### config.mk
export PLATFORM = sky130hd
export DESIGN_NAME = voice_level_pan_mixer_unit
export DESIGN_NICKNAME = d
export VERILOG_FILES = /design/src/rtl/core/vlpm_pkg.sv /design/src/rtl/core/vlpm_ctrl.sv /design/src/rtl/core/vlpm_datapath.sv /design/src/rtl/core/voice_level_pan_mixer_unit.sv
export SDC_FILE = /design/constraint.sdc
export NUM_CORES = 2
export LEC_CHECK = 0
export BUFFER_PORTS_ARGS = -buffer_cell sky130_fd_sc_hd__buf_2
export CORE_MARGIN = 2
export CORE_UTILIZATION = 60
export CTS_CLUSTER_DIAMETER = 80
export CTS_CLUSTER_SIZE = 25
export DETAILED_ROUTE_END_ITERATION = 8
export GPL_ROUTABILITY_DRIVEN = 0
export MAX_ROUTING_LAYER = met4
export PLACE_DENSITY = 0.83
export REMOVE_ABC_BUFFERS = 1
export SLEW_MARGIN = 30
export SYNTH_ARGS = -nofsm -noshare
export SYNTH_HDL_FRONTEND = slang
export SYNTH_SLANG_ARGS = --single-unit
### constraint.sdc
create_clock -name aclk -period 11.87 [get_ports aclk]
set_input_delay 1.7805 -clock aclk [delete_from_list [all_inputs] [get_ports aclk]]
set_output_delay 1.7805 -clock aclk [all_outputs]
set_load 0.05 [all_outputs]
### src/rtl/core/vlpm_pkg.sv
// ----------------------------------------------------------------------------
// vlpm_pkg
// Shared types, widths and saturation helpers for the voice level/pan mixer.
// ----------------------------------------------------------------------------
package vlpm_pkg;

    localparam int SAMPLE_W = 16;
    localparam int ENV_W    = 10;
    localparam int TL_W     = 8;
    localparam int DLVL_W   = 3;
    localparam int PAN_W    = 5;
    localparam int ACC_W    = 22;
    localparam int GAIN_W   = 15;
    localparam int ATT_W    = 17;
    localparam int ADD_W    = 20;
    localparam int S_DATA_W = 48;
    localparam int M_DATA_W = 32;

    typedef struct packed {
        logic capture;
        logic mul;
        logic gain;
        logic acc;
    } vlpm_cmd_t;

    typedef struct packed {
        logic item_last;
        logic out_full;
    } vlpm_stat_t;

    function automatic logic signed [ACC_W-1:0] sat_acc(input logic signed [ACC_W:0] v);
        logic signed [ACC_W-1:0] r;
        if (v[ACC_W] != v[ACC_W-1]) begin
            r = v[ACC_W] ? {1'b1, {(ACC_W-1){1'b0}}} : {1'b0, {(ACC_W-1){1'b1}}};
        end else begin
            r = v[ACC_W-1:0];
        end
        return r;
    endfunction

    function automatic logic signed [SAMPLE_W-1:0] sat16(input logic signed [ACC_W-1:0] v);
        logic signed [SAMPLE_W-1:0] r;
        if (v > $signed(22'sd32767)) begin
            r = 16'sh7FFF;
        end else if (v < -$signed(22'sd32768)) begin
            r = 16'sh8000;
        end else begin
            r = v[SAMPLE_W-1:0];
        end
        return r;
    endfunction

endpackage

### src/rtl/core/vlpm_ctrl.sv
// ----------------------------------------------------------------------------
// vlpm_ctrl
// Sequencer: capture, attenuate, apply gains, accumulate and hand off.
// ----------------------------------------------------------------------------
module vlpm_ctrl
    import vlpm_pkg::*;
(
    input  logic       aclk,
    input  logic       aresetn,
    input  logic       s_tvalid,
    output logic       s_tready,
    input  logic       m_tready,
    input  vlpm_stat_t stat,
    output vlpm_cmd_t  cmd
);

    localparam logic [1:0] ST_IDLE = 2'd0;
    localparam logic [1:0] ST_MUL  = 2'd1;
    localparam logic [1:0] ST_GAIN = 2'd2;
    localparam logic [1:0] ST_ACC  = 2'd3;

    logic [1:0] state_reg;
    logic [1:0] state_next;
    logic       finish_ok;

    // a frame-end result may not overwrite one still waiting
    assign finish_ok = !stat.item_last || !stat.out_full || m_tready;

    always_comb begin
        s_tready    = (state_reg == ST_IDLE) || ((state_reg == ST_ACC) && finish_ok);
        cmd.capture = s_tvalid && s_tready;
        cmd.mul     = (state_reg == ST_MUL);
        cmd.gain    = (state_reg == ST_GAIN);
        cmd.acc     = (state_reg == ST_ACC) && finish_ok;
    end

    always_comb begin
        state_next = state_reg;
        case (state_reg)
            ST_IDLE: begin
                if (cmd.capture) begin
                    state_next = ST_MUL;
                end
            end
            ST_MUL:  state_next = ST_GAIN;
            ST_GAIN: state_next = ST_ACC;
            ST_ACC: begin
                if (finish_ok) begin
                    state_next = cmd.capture ? ST_MUL : ST_IDLE;
                end
            end
            default: state_next = ST_IDLE;
        endcase
    end

    always_ff @(posedge aclk) begin
        if (!aresetn) begin
            state_reg <= ST_IDLE;
        end else begin
            state_reg <= state_next;
        end
    end

endmodule

### src/rtl/core/vlpm_datapath.sv
// ----------------------------------------------------------------------------
// vlpm_datapath
// Log attenuation, pan gains, saturating accumulators and output register.
// ----------------------------------------------------------------------------
module vlpm_datapath
    import vlpm_pkg::*;
(
    input  logic                aclk,
    input  logic                aresetn,
    input  vlpm_cmd_t           cmd,
    output vlpm_stat_t          stat,
    input  logic [S_DATA_W-1:0] s_tdata,
    input  logic                s_tlast,
    output logic                m_tvalid,
    input  logic                m_tready,
    output logic [M_DATA_W-1:0] m_tdata
);

    // captured beat
    logic signed [SAMPLE_W-1:0] smp_reg;
    logic [ENV_W-1:0]           env_reg;
    logic [TL_W-1:0]            tl_reg;
    logic [DLVL_W-1:0]          dlvl_reg;
    logic [PAN_W-1:0]           pan_reg;
    logic                       last_reg;

    // attenuation stage
    logic signed [23:0]         prod_reg;
    logic [3:0]                 exp_reg;
    logic [GAIN_W-1:0]          gl_reg;
    logic [GAIN_W-1:0]          gr_reg;

    // gain stage
    logic signed [ADD_W-1:0]    addl_reg;
    logic signed [ADD_W-1:0]    addr_reg;

    logic signed [ACC_W-1:0]    lsum_reg;
    logic signed [ACC_W-1:0]    lsum_next;
    logic signed [ACC_W-1:0]    rsum_reg;
    logic signed [ACC_W-1:0]    rsum_next;
    logic                       ovalid_reg;
    logic                       ovalid_next;
    logic signed [SAMPLE_W-1:0] lout_reg;
    logic signed [SAMPLE_W-1:0] rout_reg;

    logic [ENV_W:0]             lvl_sum;
    logic [ENV_W-1:0]           level;
    logic [6:0]                 mant;
    logic [GAIN_W-1:0]          base;
    logic [GAIN_W-1:0]          panv;
    logic [GAIN_W-1:0]          gl;
    logic [GAIN_W-1:0]          gr;
    logic [4:0]                 shamt;
    logic signed [23:0]         att_full;
    logic signed [ATT_W-1:0]    att;
    logic signed [33:0]         pl;
    logic signed [33:0]         pr;
    logic signed [ACC_W:0]      lsum_wide;
    logic signed [ACC_W:0]      rsum_wide;
    logic signed [ACC_W-1:0]    lsum_sat;
    logic signed [ACC_W-1:0]    rsum_sat;

    always_ff @(posedge aclk) begin
        if (cmd.capture) begin
            smp_reg  <= s_tdata[15:0];
            env_reg  <= s_tdata[25:16];
            tl_reg   <= s_tdata[33:26];
            dlvl_reg <= s_tdata[36:34];
            pan_reg  <= s_tdata[41:37];
            last_reg <= s_tlast;
        end
    end

    // level, mantissa and pan gains
    always_comb begin
        lvl_sum = {1'b0, env_reg} + {1'b0, tl_reg, 2'b00};
        level   = lvl_sum[ENV_W] ? {ENV_W{1'b1}} : lvl_sum[ENV_W-1:0];
        mant    = {1'b1, ~level[5:0]};
        base    = GAIN_W'(15'h80 << dlvl_reg);
        panv    = base >> pan_reg[3:1];
        if (pan_reg[0]) begin
            panv = panv - (panv >> 2);
        end
        if (pan_reg[3:0] == 4'hF) begin
            panv = '0;
        end
        if (dlvl_reg == '0) begin
            gl = '0;
            gr = '0;
        end else if (pan_reg[4]) begin
            gl = base;
            gr = panv;
        end else begin
            gl = panv;
            gr = base;
        end
    end

    always_ff @(posedge aclk) begin
        if (cmd.mul) begin
            prod_reg <= smp_reg * $signed({1'b0, mant});
            exp_reg  <= level[9:6];
            gl_reg   <= gl;
            gr_reg   <= gr;
        end
    end

    always_comb begin
        shamt    = {1'b0, exp_reg} + 5'd7;
        att_full = prod_reg >>> shamt;
        att      = att_full[ATT_W-1:0];
        pl       = att * $signed({2'b00, gl_reg});
        pr       = att * $signed({2'b00, gr_reg});
    end

    always_ff @(posedge aclk) begin
        if (cmd.gain) begin
            addl_reg <= pl[33:14];
            addr_reg <= pr[33:14];
        end
    end

    always_comb begin
        lsum_wide   = {lsum_reg[ACC_W-1], lsum_reg}
                      + {{(ACC_W+1-ADD_W){addl_reg[ADD_W-1]}}, addl_reg};
        rsum_wide   = {rsum_reg[ACC_W-1], rsum_reg}
                      + {{(ACC_W+1-ADD_W){addr_reg[ADD_W-1]}}, addr_reg};
        lsum_sat    = sat_acc(lsum_wide);
        rsum_sat    = sat_acc(rsum_wide);
        lsum_next   = lsum_reg;
        rsum_next   = rsum_reg;
        ovalid_next = ovalid_reg && !m_tready;
        if (cmd.acc) begin
            if (last_reg) begin
                lsum_next   = '0;
                rsum_next   = '0;
                ovalid_next = 1'b1;
            end else begin
                lsum_next = lsum_sat;
                rsum_next = rsum_sat;
            end
        end
    end

    always_ff @(posedge aclk) begin
        if (!aresetn) begin
            lsum_reg   <= '0;
            rsum_reg   <= '0;
            ovalid_reg <= 1'b0;
        end else begin
            lsum_reg   <= lsum_next;
            rsum_reg   <= rsum_next;
            ovalid_reg <= ovalid_next;
        end
    end

    always_ff @(posedge aclk) begin
        if (cmd.acc && last_reg) begin
            lout_reg <= sat16(lsum_sat);
            rout_reg <= sat16(rsum_sat);
        end
    end

    assign stat.item_last = last_reg;
    assign stat.out_full  = ovalid_reg;
    assign m_tvalid       = ovalid_reg;
    assign m_tdata        = {rout_reg, lout_reg};

endmodule

### src/rtl/core/voice_level_pan_mixer_unit.sv
// ----------------------------------------------------------------------------
// voice_level_pan_mixer_unit
// Per-voice log attenuation and pan, stereo frame accumulation and output.
// ----------------------------------------------------------------------------
// Output: a frame-end beat raises m_tvalid after the multiply, gain and accumulate states.
// Input: each beat passes capture, attenuate multiply and gain multiplies before
//   the next is taken; the accumulate step overlaps the next capture.
// A waiting result stalls input only when the next frame end is reached.
// Reset (synchronous, aresetn low) clears the sequencer, sums and m_tvalid.
module voice_level_pan_mixer_unit
    import vlpm_pkg::*;
(
    input  logic                aclk,
    input  logic                aresetn,
    input  logic                s_tvalid,
    output logic                s_tready,
    // sample[15:0], env_level[25:16], total_level[33:26],
    // direct_level[36:34], direct_pan[41:37], zero pad [47:42]
    input  logic [S_DATA_W-1:0] s_tdata,
    input  logic                s_tlast,
    output logic                m_tvalid,
    input  logic                m_tready,
    // left_out[15:0], right_out[31:16]
    output logic [M_DATA_W-1:0] m_tdata
);

    vlpm_cmd_t  cmd;
    vlpm_stat_t stat;

    vlpm_ctrl u_ctrl (
        .aclk     (aclk),
        .aresetn  (aresetn),
        .s_tvalid (s_tvalid),
        .s_tready (s_tready),
        .m_tready (m_tready),
        .stat     (stat),
        .cmd      (cmd)
    );

    vlpm_datapath u_dp (
        .aclk     (aclk),
        .aresetn  (aresetn),
        .cmd      (cmd),
        .stat     (stat),
        .s_tdata  (s_tdata),
        .s_tlast  (s_tlast),
        .m_tvalid (m_tvalid),
        .m_tready (m_tready),
        .m_tdata  (m_tdata)
    );

endmodule

==> flow_results.org <==
** Global route
- After global routing the overflow that remains totals 0.
- In this run the most used layer during global routing was met2.
- For met1 alone, demand over resource in global routing was 0.345.
- Met2 Usage GRT :: 0.452
- Entering global routing, the biggest net connects 59 pins.
- Met3 routing resource usage after global routing :: 0.0388
- The first global-routing pass estimated 135 mm of wire.
- Total routing usage reported by global routing :: 0.273
- The initial antenna violation count is 0.
- The number of global-route vias before repair is 27.8k.

** Timing
- Unrepaired setup endpoints after global routing :: no
- Derived from the worst setup path, the maximum achievable clock frequency is 0.105 GHz.
- Of the available clock period, the critical path in the final layout requires 0.799.
- Worst clock skew on the final layout :: 21.0 ps
- Final hold violations :: 0
- Fin Setup TNS :: 0 ps
- Number of endpoints failing setup at the final stage :: 0
- Clock period minus worst slack :: 9490 ps
- For the pin with the worst max-slew slack, the measured transition is 1030 ps.
- Max Transition Viols Final :: 0
- Max_slew headroom :: 0.314

** Critical path
- The worst register-to-register path ends at u_dp.addl_reg[11].
- Worst r2r path cells :: 26
- The worst register-to-register path begins at u_dp.exp_reg[0].
- WP data arrival :: 9770 ps
- Of all nets on the critical path, the largest fanout is 30.
- Across all register-to-register paths, the minimum setup slack is 2380 ps.
- Endpoint class of the critical path :: flip-flop
- Crit path kind :: flip-flop to flip-flop
- For the worst setup path, the data required time is 12160 ps.
- Critical path startpoint category :: flip-flop

** Logic synthesis
- Yosys mapped the design onto 91 distinct sky130hd cell types.
- The share of synthesized area in the top cell type comes to 0.338.
- Most used standard cell by instance count after synthesis :: sky130_fd_sc_hd__inv_1
- The most used flip-flop cell after synthesis is sky130_fd_sc_hd__edfxtp_1.
- Compound-cell area share of the yosys netlist :: 0.0956
- Proportion of synthesized area in mux cells :: 0.0205
- A synthesized cell averages 9.44 um2.
- Counting flops with an async set or reset pin after synthesis yields a share of 0.
- For this run, the register share of the synthesized area comes to 0.169.
- Flip-flop and latch count after synthesis :: 218
- Synth area leaders :: sky130_fd_sc_hd__fa_1 34%, sky130_fd_sc_hd__edfxtp_1 14%, sky130_fd_sc_hd__ha_1 9.9%
- Of the total synthesized cell area, the portion taken by XOR and XNOR cells is 0.0280.
- Synthesis produced a netlist whose cell count is 3801.
- The synthesized netlist occupies a cell area of 35900 um2.
- Of the total synthesized cell area, the portion taken by full adders, half adders and majority gates is 0.437.
- After synthesis, the most frequently instantiated cells are 764 x sky130_fd_sc_hd__inv_1, 606 x sky130_fd_sc_hd__fa_1, 423 x sky130_fd_sc_hd__nand2_1.
- Post-synthesis share of cell area spent on and, or, nand and nor gates :: 0.152
- During synthesis, Yosys emitted a total of 0 warnings.
- By area, the combinational part of the netlist is dominated by adder cells.
- Dominant cell type by area after synthesis :: sky130_fd_sc_hd__fa_1
- Yosys mapped a number of flops with a built-in enable equal to 171.

** Clock tree
- Maximum level of the CTS H-tree :: 1
- The number of gates resized after CTS was 0.
- Root buf cell :: sky130_fd_sc_hd__clkbuf_16
- CTS tree :: done
- Number of post-CTS setup repair buffers :: 0
- After clock tree synthesis, the flow added hold-fix buffers numbering 0.
- Sinks on Clock Net :: 218
- Clock input transition at the sequential cells of the worst setup and hold paths :: 90 ps
- Clock Path Buffers :: 3
- Clock tree synthesis inserted a total of 19 buffers.
- Clock insertion delay at the later pin of the skew report :: 540 ps

** Drt
- After detailed routing, the average wire length per cell comes to 17.5 um.
- Antenna Nets Post-Route :: 0
- Iteration count of the initial detailed-routing pass :: 6
- Drc violations :: 0
- Total via count in the routed design :: 26.1k
- Routed vias/inst :: 5.71
- Wires add up to 79.9 mm.
- In this run, the number of DRC markers left after iteration 0 of detailed routing was 1737.

** Place
- DP HPWL :: 62.8 mm
- Input and output buffers added on the ports amount to 80.

** Finish
- In the final layout, the multi-input gates occupy 26500 um2.
- Number of flip-flops in the largest register :: 24
- Layout cells sized above 1 :: 0.0603
- # diodes :: 0
- Number of nets in the finished design :: 4728
- Area growth from synthesis to final layout :: 5.05%
- Filler Cells Inserted :: 4623
- FF/Latch Area :: 6080 um2

** Min path
- Number of stages on the worst hold path :: 2
- Worst-case hold path end point :: u_dp.lsum_reg[20]
- The tightest min-delay check is of the flip-flop to flip-flop type.
- Hold Path Origin :: u_dp.lsum_reg[20]

** Die
- The core region is 59000 um2.
- Starting density of the core :: 0.608
- Chip height :: 249 um
- The floorplan step set the die width to 249 um.
- I/O pin cnt :: 87
- Area of the die :: 61800 um2
- Row generation in the floorplan step produced 89 rows.

** Flow run
- Max-cap violations in this run came to 0.

** Outcome
- Outcome :: complete, no violations
==> placed cells by master, fill, tap and decap left out, types with 11 or more instances in the layout <==
cell type,netlist,layout
sky130_fd_sc_hd__a211oi_1,17,15
sky130_fd_sc_hd__a21boi_0,25,25
sky130_fd_sc_hd__a21o_1,56,56
sky130_fd_sc_hd__a21oi_1,124,118
sky130_fd_sc_hd__a22oi_1,13,13
sky130_fd_sc_hd__a31oi_1,12,11
sky130_fd_sc_hd__and2_1,273,272
sky130_fd_sc_hd__and3_1,11,11
sky130_fd_sc_hd__buf_2,3,80
sky130_fd_sc_hd__buf_4,6,34
sky130_fd_sc_hd__clkbuf_16,0,19
sky130_fd_sc_hd__dfxtp_1,47,47
sky130_fd_sc_hd__edfxtp_1,171,171
sky130_fd_sc_hd__fa_1,606,606
sky130_fd_sc_hd__ha_1,284,281
sky130_fd_sc_hd__inv_1,764,764
sky130_fd_sc_hd__mux2i_1,22,22
sky130_fd_sc_hd__mux4_2,12,12
sky130_fd_sc_hd__nand2_1,423,423
sky130_fd_sc_hd__nand2b_1,28,28
sky130_fd_sc_hd__nand3_1,33,33
sky130_fd_sc_hd__nand4_1,20,20
sky130_fd_sc_hd__nor2_1,138,134
sky130_fd_sc_hd__nor2b_1,86,86
sky130_fd_sc_hd__nor3_1,25,25
sky130_fd_sc_hd__o21a_1,17,17
sky130_fd_sc_hd__o21ai_0,121,120
sky130_fd_sc_hd__o21ai_1,15,15
sky130_fd_sc_hd__o21bai_1,18,18
sky130_fd_sc_hd__o31ai_1,11,11
sky130_fd_sc_hd__or3_1,17,17
sky130_fd_sc_hd__xnor2_1,75,75
sky130_fd_sc_hd__xor2_1,38,38
==> worst max-delay path: stages, from the launching register on <==
cell and delay [ps]:
sky130_fd_sc_hd__edfxtp_1 330, sky130_fd_sc_hd__buf_4 340, sky130_fd_sc_hd__inv_1 180, sky130_fd_sc_hd__ha_2 770, sky130_fd_sc_hd__mux2i_1 200, sky130_fd_sc_hd__a21oi_1 250, sky130_fd_sc_hd__mux2i_1 240, sky130_fd_sc_hd__a221oi_4 920
sky130_fd_sc_hd__buf_4 370, sky130_fd_sc_hd__nand2_1 100, sky130_fd_sc_hd__fa_1 530, sky130_fd_sc_hd__fa_1 550, sky130_fd_sc_hd__inv_1 50, sky130_fd_sc_hd__fa_1 480, sky130_fd_sc_hd__fa_1 530, sky130_fd_sc_hd__fa_1 500
sky130_fd_sc_hd__inv_1 50, sky130_fd_sc_hd__fa_1 470, sky130_fd_sc_hd__inv_1 40, sky130_fd_sc_hd__ha_1 330, sky130_fd_sc_hd__a211oi_1 480, sky130_fd_sc_hd__o211ai_1 260, sky130_fd_sc_hd__a21oi_4 330, sky130_fd_sc_hd__o21ai_4 110
sky130_fd_sc_hd__a31o_4 290, sky130_fd_sc_hd__and4_4 180, sky130_fd_sc_hd__or3_1 350
==> metal layers <==
layer / up-vias / part of all wire / routed length [um]
met1: 12800 / 0.40 / 32200
li1: 11900 / - / -
met3: 227 / 0.079 / 6350
met5: - / 0 / 0
met2: 1102 / 0.48 / 38300
met4: 0 / 0.038 / 3040
==> per-stage QoR <==
stage | setup slack [ps] | utilization | hold WS [ps] | std cells | instance area, um2
after floorplan | 1850 | - | 445 | 3650 | 35300
after global placement | 2230 | 0.627 | 457 | 4537 | 37000
after detailed placement | 2370 | 0.628 | 466 | 4537 | 37000
after CTS | 2360 | 0.638 | 479 | 4570 | 37700
after global routing | 1860 | 0.639 | 499 | 4570 | 37700
final | 2380 | 0.639 | 474 | 4570 | 37700
==> worst max path at each step <==
stage | slack [ps] | end | from
finish | 2380 | u_dp.addl_reg[11] | u_dp.exp_reg[0]
global route | 1860 | u_dp.addr_reg[13] | u_dp.exp_reg[0]
CTS | 2360 | u_dp.addl_reg[11] | u_dp.exp_reg[0]
detailed placement | 2370 | u_dp.addl_reg[11] | u_dp.exp_reg[0]
global placement | 2230 | u_dp.addl_reg[11] | u_dp.exp_reg[0]
floorplan | 1850 | u_dp.addr_reg[13] | u_dp.exp_reg[0]
==> logic make-up after synthesis <==
| kind of cell | count (synthesis) |
|---|---|
| AND/OR/NAND/NOR | 1096 |
| buffers and inverters | 915 |
| adder cells (fa/ha/maj) | 890 |
| AO/OA/AOI/OAI | 520 |
| flip-flops | 218 |
| XOR/XNOR | 114 |
| multiplexers | 48 |
==> cell type report <==
class,count,area share
Multi-Input combinational cell,2668,0.703
Sequential cell,218,0.161
Inverter,764,0.0761
Tap cell,773,0.0257
Timing Repair Buffer,114,0.0174
Clock buffer,19,0.0126
Clock inverter,14,0.00438
Power is left out: the tool's default activity adds up to more than one toggle a clock period on the data nets, which glitch-free logic cannot reach.
